===== src/assert_macros.svh =====
// Assertion macros for the timestamp blob encoder RTL (used by tsb_ser).
// Needs clk and rst in the scope where a macro is used.
`ifndef ASSERT_MACROS_SVH
`define ASSERT_MACROS_SVH
`ifndef SYNTH
// a holds -> b holds in the same cycle
`define ASSERT_IMPLIES(label, a, b) \
  label: assert property (@(posedge clk) disable iff (rst) (a) |-> (b)) \
    else $error("assertion failed: same-cycle implication");
// a holds -> b holds in the next cycle
`define ASSERT_NEXT(label, a, b) \
  label: assert property (@(posedge clk) disable iff (rst) (a) |=> (b)) \
    else $error("assertion failed: next-cycle implication");
`else
`define ASSERT_IMPLIES(label, a, b)
`define ASSERT_NEXT(label, a, b)
`endif
`endif


===== src/tsb_pkg.sv =====
// Types and constants for the timestamp blob encoder.
// No dependencies; used by tsb_ser, the top level and the testbench.
package tsb_pkg;

  // nanosecond range and fraction arithmetic
  localparam logic [29:0] NsPerSec     = 30'd1000000000;
  localparam logic [31:0] Recip5       = 32'hCCCCCCCD;   // ceil(2^34 / 5)
  localparam int          Recip5Shift  = 34;
  localparam logic [30:0] FracRound    = 31'd195312;
  localparam logic [30:0] FracDiv      = 31'd390625;
  localparam logic [21:0] RecipDiv     = 22'd2814749;    // floor(2^40 / 390625)
  localparam int          RecipDivShift = 40;
  localparam int          FracBits     = 12;

  // header byte fields: tag, length, blob type
  localparam logic [1:0]  HdrTag       = 2'b10;
  localparam logic [2:0]  BlobType     = 3'd5;

  // seconds bytes to send (0..5)
  localparam logic [2:0]  NbZero  = 3'd0;
  localparam logic [2:0]  NbOne   = 3'd1;
  localparam logic [2:0]  NbTwo   = 3'd2;
  localparam logic [2:0]  NbThree = 3'd3;
  localparam logic [2:0]  NbFour  = 3'd4;
  localparam logic [2:0]  NbFive  = 3'd5;

  // one finished item, handed from the arithmetic pipeline to the serializer
  typedef struct packed {
    logic        valid;
    logic [39:0] high;    // whole_seconds >> 4
    logic [2:0]  nb;      // significant bytes of high
    logic [15:0] tail;    // seconds nibble plus rounded fraction
  } tsb_load_t;

endpackage


===== src/tsb_if.sv =====


interface tsb_blob_if;
  logic       valid;
  logic       ready;
  logic [7:0] out_byte;
  logic       last_byte;

  modport source (output valid, output out_byte, output last_byte, input ready);
  modport sink   (input valid, input out_byte, input last_byte, output ready);
endinterface


===== src/tsb_ser.sv =====
// Byte serializer: turns one finished item into header, seconds and tail words.
// Depends on tsb_pkg, tsb_if.sv and assert_macros.svh.
`include "assert_macros.svh"

module tsb_ser import tsb_pkg::*; (
  input  logic      clk,
  input  logic      rst,
  input  tsb_load_t load,
  output logic      load_ready,
  tsb_blob_if.source blob
);

  logic        valid;
  logic [3:0]  cnt;      // words left in this blob
  logic [63:0] sh;       // remaining words, next one at the top
  logic        ld_fire;
  logic        out_fire;
  logic        at_last;
  logic [2:0]  len;
  logic [55:0] body;
  logic [55:0] body_raw;

  assign at_last    = (cnt == 4'd1);
  assign out_fire   = valid && blob.ready;
  assign load_ready = !valid || (blob.ready && at_last);
  assign ld_fire    = load.valid && load_ready;

  // drop the leading zero bytes of the seconds so the blob starts packed
  assign body_raw = {load.high, load.tail};
  assign len      = load.nb + 3'd2;
  always_comb begin
    unique case (load.nb)
      NbZero:  body = body_raw << 40;
      NbOne:   body = body_raw << 32;
      NbTwo:   body = body_raw << 24;
      NbThree: body = body_raw << 16;
      NbFour:  body = body_raw << 8;
      NbFive:  body = body_raw;
      default: body = body_raw;
    endcase
  end

  // control: word count and valid
  always_ff @(posedge clk) begin
    if (rst) begin
      valid <= 1'b0;
      cnt   <= 4'd0;
    end else if (ld_fire) begin
      valid <= 1'b1;
      cnt   <= {1'b0, load.nb} + 4'd3;
    end else if (out_fire) begin
      cnt <= cnt - 4'd1;
      if (at_last) begin
        valid <= 1'b0;
      end
    end
  end

  // payload: shift out one word per accept
  always_ff @(posedge clk) begin
    if (ld_fire) begin
      sh <= {HdrTag, len, BlobType, body};
    end else if (out_fire) begin
      sh <= sh << 8;
    end
  end

  assign blob.valid     = valid;
  assign blob.out_byte  = sh[63:56];
  assign blob.last_byte = at_last;

  `ASSERT_IMPLIES(a_cnt_range, valid, (cnt != 4'd0) && (cnt <= 4'd8))
  `ASSERT_IMPLIES(a_idle_empty, !valid, cnt == 4'd0)
  `ASSERT_NEXT(a_no_gap, out_fire && !at_last, blob.valid)
  `ASSERT_NEXT(a_header, ld_fire, (blob.out_byte[7:6] == HdrTag) && (blob.out_byte[2:0] == BlobType))

endmodule


===== src/flat_wrapper.sv =====
// flat-port wrapper written by rule: the top's interface ports become plain ports
module tsb_ser_flat import tsb_pkg::*;
  (clk, rst, load, load_ready, blob_valid, blob_out_byte, blob_last_byte, blob_ready);
  tsb_blob_if blob_i ();
  input  logic clk;
  input  logic rst;
  input  tsb_load_t load;
  output logic load_ready;
  output wire logic [$bits(blob_i.valid)-1:0] blob_valid;
  output wire logic [$bits(blob_i.out_byte)-1:0] blob_out_byte;
  output wire logic [$bits(blob_i.last_byte)-1:0] blob_last_byte;
  input wire logic [$bits(blob_i.ready)-1:0] blob_ready;
  assign blob_valid = blob_i.valid;
  assign blob_out_byte = blob_i.out_byte;
  assign blob_last_byte = blob_i.last_byte;
  assign blob_i.ready = blob_ready;
  tsb_ser u_core (.clk(clk), .rst(rst), .load(load), .load_ready(load_ready), .blob(blob_i));
endmodule

===== config.mk =====
export PLATFORM = sky130hd
export DESIGN_NAME = tsb_ser_flat
export DESIGN_NICKNAME = d
export VERILOG_FILES = /design/src/tsb_pkg.sv /design/src/tsb_if.sv /design/src/tsb_ser.sv /design/src/flat_wrapper.sv
export VERILOG_INCLUDE_DIRS = /design/src /design/src/src
export SDC_FILE = /design/constraint.sdc
export NUM_CORES = 1
export LEC_CHECK = 0
export ABC_AREA = 0
export BUFFER_PORTS_ARGS = -buffer_cell sky130_fd_sc_hd__clkbuf_2
export CORE_UTILIZATION = 50
export DETAILED_ROUTE_END_ITERATION = 8
export PLACE_DENSITY_LB_ADDON = 0.08
export SYNTH_ARGS = -nofsm -noshare
export SYNTH_HDL_FRONTEND = slang
export SYNTH_SLANG_ARGS = --single-unit

===== constraint.sdc =====
create_clock -name clk -period 3.35 [get_ports clk]
set_input_delay 0.67 -clock clk [delete_from_list [all_inputs] [get_ports clk]]
set_output_delay 0.67 -clock clk [all_outputs]
set_load 0.05 [all_outputs]

# Yosys cells after proc, flatten, opt, wreduce, memory -nomap -nowiden
# Index checks and enable logic that the tools add are counted.
# op_classes
n_mux	8
n_reduce_logical	9
add_sub_neg	3
eq_ne	5
# op_table
cell	n
$pmux 56 s5	1
$mux 62	2
$mux 4	2
$eq 3x2->1 const B	2
$add 3x2->4 const B	1
$eq 4x1->1 const B	1
$reduce_bool 2->1	2
$sub 4x1->4 const B	1
$add 3x2->3 const B	1
$eq 3x1->1 const B	1
$eq 3x3->1 const B	1
$logic_and 1x1->1	3
$logic_not 3->1	1
$mux 1	3
$reduce_and 2->1	1
$logic_not 1->1	1
$logic_or 1x1->1	1
# totals
out_inout_bits	11
register_bits	69
word_cells	29
in_bits	63

# Logic depth before layout (Yosys ltp)
# depth
word_depth	6
depth_mapped	9
ltp_nobuf	6

# Worst setup path after synthesis
# OpenSTA, ideal clock, no wires.
# synth_path
kind	reg-to-reg
startpoint	reg u_core.valid (netlist: u_core.blob.valid)
endpoint	reg u_core.cnt[3]
slack_ns	0.563
path_stages_with_launch	7
path_buffers	0
t_required_ns	3.276
synth_period_minus_slack_ns	2.787
t_arrival_ns	2.712
setup_time_ns	0.074
cell_sequence	dfxtp_1 > and2_1 > a21oi_1 > inv_1 > nand2_1 > mux2_4 > a31oi_2
# synth_between
elab_chain_len	4
elab_cells_between_ends	6
classes_between	mux (1); reduce/logical (5)
# synth_lines
element	line	text
start: declaration	tsb_ser.sv:13	logic valid;
start signal: assignment	tsb_ser.sv:46	valid <= 1'b0;
start signal: assignment	tsb_ser.sv:49	valid <= 1'b1;
start signal: assignment	tsb_ser.sv:54	valid <= 1'b0;
$logic_not 1->1	tsb_ser.sv:25	assign load_ready = !valid || (blob.ready && at_last);
$logic_or 1x1->1	tsb_ser.sv:25	
$logic_and 1x1->1	tsb_ser.sv:26	assign ld_fire = load.valid && load_ready;
$mux 4 / $reduce_bool 2->1 (equally long branches)	-	
end signal: assignment	tsb_ser.sv:50	cnt <= {1'b0, load.nb} + 4'd3;
end signal: assignment	tsb_ser.sv:52	cnt <= cnt - 4'd1;
end: declaration	tsb_ser.sv:14	logic [3:0] cnt;
# Parallel ways exist; a longest one is shown, timed or not.
# A chain may end at the register's enable or synchronous reset.

# Worst setup path in the final report
# layout_path
startpoint	reg u_core.cnt[1]
endpoint	out load_ready
# layout_between
elab_chain_len	3
# layout_lines
element	line	text
$eq 4x1->1	tsb_ser.sv:23	assign at_last = (cnt == 4'd1);
$logic_and 1x1->1	tsb_ser.sv:25	
$logic_or 1x1->1	tsb_ser.sv:25	
end: declaration	flat_wrapper.sv:8	output logic load_ready;
# No other way between the ends.

==> impl_metrics.sql <==
INSERT INTO impl_metrics (metric_group, metric, value, unit) VALUES
('sta', 'hold_slack', '438', 'ps'),
('synthesis', 'synthDistinctLibCells', '40', ''),
('finish', 'n_fill_cell', '750', ''),
('synthesis', 'ys.flop_type', 'sky130_fd_sc_hd__edfxtp_1', ''),
('sta', 'report.final.hold_viol_count', '0', ''),
('finish', 'num_antenna_cells', '0', ''),
('global_routing', 'pin_count_of_the_biggest_net_entering_global_routing', '63', ''),
('hold_path', 'hp-class', 'reg -> reg', ''),
('sta', 'timing_worst_slew_pin_value', '1020', 'ps'),
('synthesis', 'synth.area.mux_share', '0.345', '%'),
('clock_tree', 'cts.root.buffer_cell', 'sky130_fd_sc_hd__clkbuf_8', ''),
('sta', 'finalWorstPathRequiredPeriod', '2470', 'ps'),
('sta', 'final_critical_path_setup_slack', '884', 'ps'),
('place', 'detailedPlacementHpwl', '7960', 'µm'),
('route', 'detailedRoute.firstIterationViolations', '490', ''),
('synthesis', 'synth_seq_cells', '69', ''),
('route', 'wire_per_inst', '20.3', 'µm'),
('sta', 'maxClockFrequency', '405', 'MHz'),
('synthesis', 'synth_top_cell_area_share', '40.7', '%'),
('global_routing', 'wire_length_of_the_first_global_routing_pass', '18800', 'µm'),
('global_routing', 'antenna_found_initial', '0', ''),
('floorplanning', 'io_pins', '74', ''),
('sta', 'setup_total_negative_slack', '0', 'ps'),
('run_status', 'failed_checks', 'design-rule violations', ''),
('synthesis', 'syn-mean-instance-area', '9.73', 'µm²'),
('power', 'p_per_area', '486', 'mW/mm²'),
('clock_tree', 'hold_buffers', '0', ''),
('global_routing', 'grt_pass1_vias', '3719', ''),
('finish', 'final_std_cells_w_o_fill', '597', ''),
('clock_tree', 'numCtsBuffers', '9', ''),
('global_routing', 'grt_overflow', '0', ''),
('place', 'gp_routability_congestion', '0.912', ''),
('floorplanning', 'die_area', '0.00908', 'mm²'),
('sta', 'finalClockSkew', '16.4', 'ps'),
('place', 'buffer_ports.inserted', '73', ''),
('clock_tree', 'cts_tree', 'done', ''),
('route', 'dr_drc_count', '9', ''),
('critical_path', 'crit_path_max_fanout', '3', ''),
('route', 'detailed_route_wire_length', '12100', 'µm'),
('clock_tree', 'insertion_delay', '350', 'ps'),
('route', 'detailedRoute.firstPassIterationCount', '9', ''),
('synthesis', 'synth_area', '0.00435', 'mm²'),
('critical_path', 'worst_path_dominant_cell_family', 'simple AND/OR/NAND/NOR gates', ''),
('clock_tree', 'h_tree_depth', '3', ''),
('synthesis', 'post_synth_main_area_contributors', 'sky130_fd_sc_hd__edfxtp_1 41%, sky130_fd_sc_hd__a21oi_1 9.8%, sky130_fd_sc_hd__a222oi_1 7.4%, sky130_fd_sc_hd__a22o_1 4.8%, sky130_fd_sc_hd__dfxtp_1 4.6%', ''),
('place', 'placement_setup_slack', '617', 'ps'),
('power', 'total_leakage_power', '1.85', 'nW'),
('floorplanning', 'core_area', '0.00830', 'mm²'),
('route', 'vias', '4030', ''),
('clock_tree', 'cts.path.max_buffers', '2', ''),
('floorplanning', 'starting_utilization_of_the_core_area', '52.4', '%'),
('synthesis', 'synth-simple-area-share', '11.1', '%'),
('finish', 'finalNetCount', '559', ''),
('floorplanning', 'overall_die_height', '95.3', 'µm'),
('synthesis', 'synth_top_cell_by_area', 'sky130_fd_sc_hd__edfxtp_1', ''),
('synthesis', 'syn_nets', '519', ''),
('floorplanning', 'die_width', '95.3', 'µm'),
('critical_path', 'path_buf_inv', '2', ''),
('sta', 'finalSetupViolations', '0', ''),
('synthesis', 'largest_family_of_logic_cells_by_synthesized_area', 'compound AO/OA/AOI/OAI gates', ''),
('finish', 'area.growth.synth_to_final', '11.6', '%'),
('synthesis', 'synth-compound-area-share', '32.2', '%'),
('synthesis', 'ys_async_sr_fraction', '0', '%'),
('synthesis', 'yosys_warning_count', '0', ''),
('synthesis', 'synth_seq_area_share', '45.3', '%'),
('run_status', 'run_status', 'finished, violations left', ''),
('critical_path', 'crit_path_top_delay_cell', 'sky130_fd_sc_hd__nor4bb_4', ''),
('global_routing', 'global_route.usage.total', '27.5', '%'),
('critical_path', 'timing.critical_path.cells', 'inv_1, ha_1, nor4bb_4, nand2b_1, clkbuf_2', ''),
('sta', 'slew_headroom', '32.1', '%'),
('job', 'drv.max_cap_violation_count', '0', '');
[power by group]
part	switching (mW)	leakage (nW)	internal, mW
combinational	0.336	1.07	0.178
sequential	0.0332	0.677	1.04
clock	0.330	0.107	0.440
total	0.699	1.85	1.66
[layout make-up]
class,instances,area [µm²],area share [%]
clock buffers,12,145,2.99
well taps,105,131,2.71
inverters,8,30.0,0.619
flip-flops and latches,69,1970,40.6
multi-input cells,312,2030,41.9
repair buffers,87,470,9.69
clock inverters,4,72.6,1.49
[cell usage after synthesis (2+ instances only)]
library cell,instances
sky130_fd_sc_hd__buf_6,6
sky130_fd_sc_hd__buf_1,4
sky130_fd_sc_hd__and2_1,2
sky130_fd_sc_hd__buf_2,19
sky130_fd_sc_hd__dfxtp_1,10
sky130_fd_sc_hd__a21oi_1,85
sky130_fd_sc_hd__a31oi_1,2
sky130_fd_sc_hd__a222oi_1,32
sky130_fd_sc_hd__a22oi_1,9
sky130_fd_sc_hd__ha_1,9
sky130_fd_sc_hd__nand2_1,31
sky130_fd_sc_hd__buf_4,12
sky130_fd_sc_hd__o21ai_1,16
sky130_fd_sc_hd__o21ai_0,19
sky130_fd_sc_hd__edfxtp_1,59
sky130_fd_sc_hd__a221oi_1,8
sky130_fd_sc_hd__nand3_1,39
sky130_fd_sc_hd__nor2b_1,2
sky130_fd_sc_hd__or4_1,2
sky130_fd_sc_hd__and3_1,8
sky130_fd_sc_hd__o311ai_0,2
sky130_fd_sc_hd__clkbuf_1,17
sky130_fd_sc_hd__inv_1,7
sky130_fd_sc_hd__a22o_1,24
sky130_fd_sc_hd__a21boi_0,8
[worst min-delay path, cell delays in order, from the launching register on]
cell,delay [ps]
sky130_fd_sc_hd__edfxtp_1,320
sky130_fd_sc_hd__nand2_1,40
sky130_fd_sc_hd__nand3_1,60
[sequential cells by signal (all words and copies together) (netlist names)]
register and cells:
u_core.sh 64, u_core.cnt 4, u_core.blob.valid 1
[cells in the final DEF, fill, tap and decap left out, types with 2 or more instances in the layout]
cell / Yosys / final
sky130_fd_sc_hd__o311ai_0: 2 / 2
sky130_fd_sc_hd__inv_1: 7 / 6
sky130_fd_sc_hd__a21oi_1: 85 / 85
sky130_fd_sc_hd__bufinv_16: 0 / 2
sky130_fd_sc_hd__inv_2: 1 / 2
sky130_fd_sc_hd__a22o_1: 24 / 24
sky130_fd_sc_hd__clkbuf_2: 0 / 73
sky130_fd_sc_hd__a222oi_1: 32 / 32
sky130_fd_sc_hd__o21ai_0: 19 / 19
sky130_fd_sc_hd__and3_1: 8 / 8
sky130_fd_sc_hd__clkbuf_8: 0 / 10
sky130_fd_sc_hd__a221oi_1: 8 / 8
sky130_fd_sc_hd__buf_4: 12 / 14
sky130_fd_sc_hd__ha_1: 9 / 9
sky130_fd_sc_hd__nor2b_1: 2 / 2
sky130_fd_sc_hd__a22oi_1: 9 / 9
sky130_fd_sc_hd__nand2_1: 31 / 31
sky130_fd_sc_hd__a31oi_1: 2 / 2
sky130_fd_sc_hd__or4_1: 2 / 2
sky130_fd_sc_hd__dfxtp_1: 10 / 10
sky130_fd_sc_hd__edfxtp_1: 59 / 59
sky130_fd_sc_hd__o21ai_1: 16 / 16
sky130_fd_sc_hd__a21boi_0: 8 / 8
sky130_fd_sc_hd__clkbuf_1: 17 / 2
sky130_fd_sc_hd__nand3_1: 39 / 39
[worst paths after layout]
kind	startpoint	endpoint	slack, ps	cells past startpoint
max	u_core.cnt[1]	load_ready	880	5
min	u_core.sh[55]	u_core.sh[63]	440	2
max reg2reg	u_core.cnt[1]	u_core.sh[40]	1220	7
min reg2reg	u_core.sh[55]	u_core.sh[63]	440	2
[metal layers]
metal / wire, µm / share of wire, % / vias up / track usage [%]
li1: - / - / 1853 / -
met3: 795 / 6.6 / 16 / 5.18
met2: 6190 / 51 / 169 / 46.6
met5: 0 / 0 / - / 0
met4: 163 / 1.3 / 0 / 8.21
met1: 4980 / 41 / 1992 / 35.5
[through the flow]
stage | utilization [%] | instance area (µm²) | total power [mW]
final | 58.5 | 4850 | 2.36
after global routing | 58.5 | 4850 | 2.46
after CTS | 58.5 | 4850 | 2.37
after detailed placement | 55.9 | 4640 | 1.61
after global placement | 55.9 | 4640 | 1.60
after floorplan | - | 4350 | 1.46
[logic make-up (layout without fill, tap and decap cells)]
family | count (synthesis) | after routing
AND/OR/NAND/NOR | 92 | 92
flip-flops | 69 | 69
multiplexers | 1 | 1
AO/OA/AOI/OAI | 209 | 209
buffers and inverters | 66 | 111
adder cells (fa/ha/maj) | 9 | 9
XOR/XNOR | 1 | 1
No activity file was read; power rests on OpenSTA's default activity.
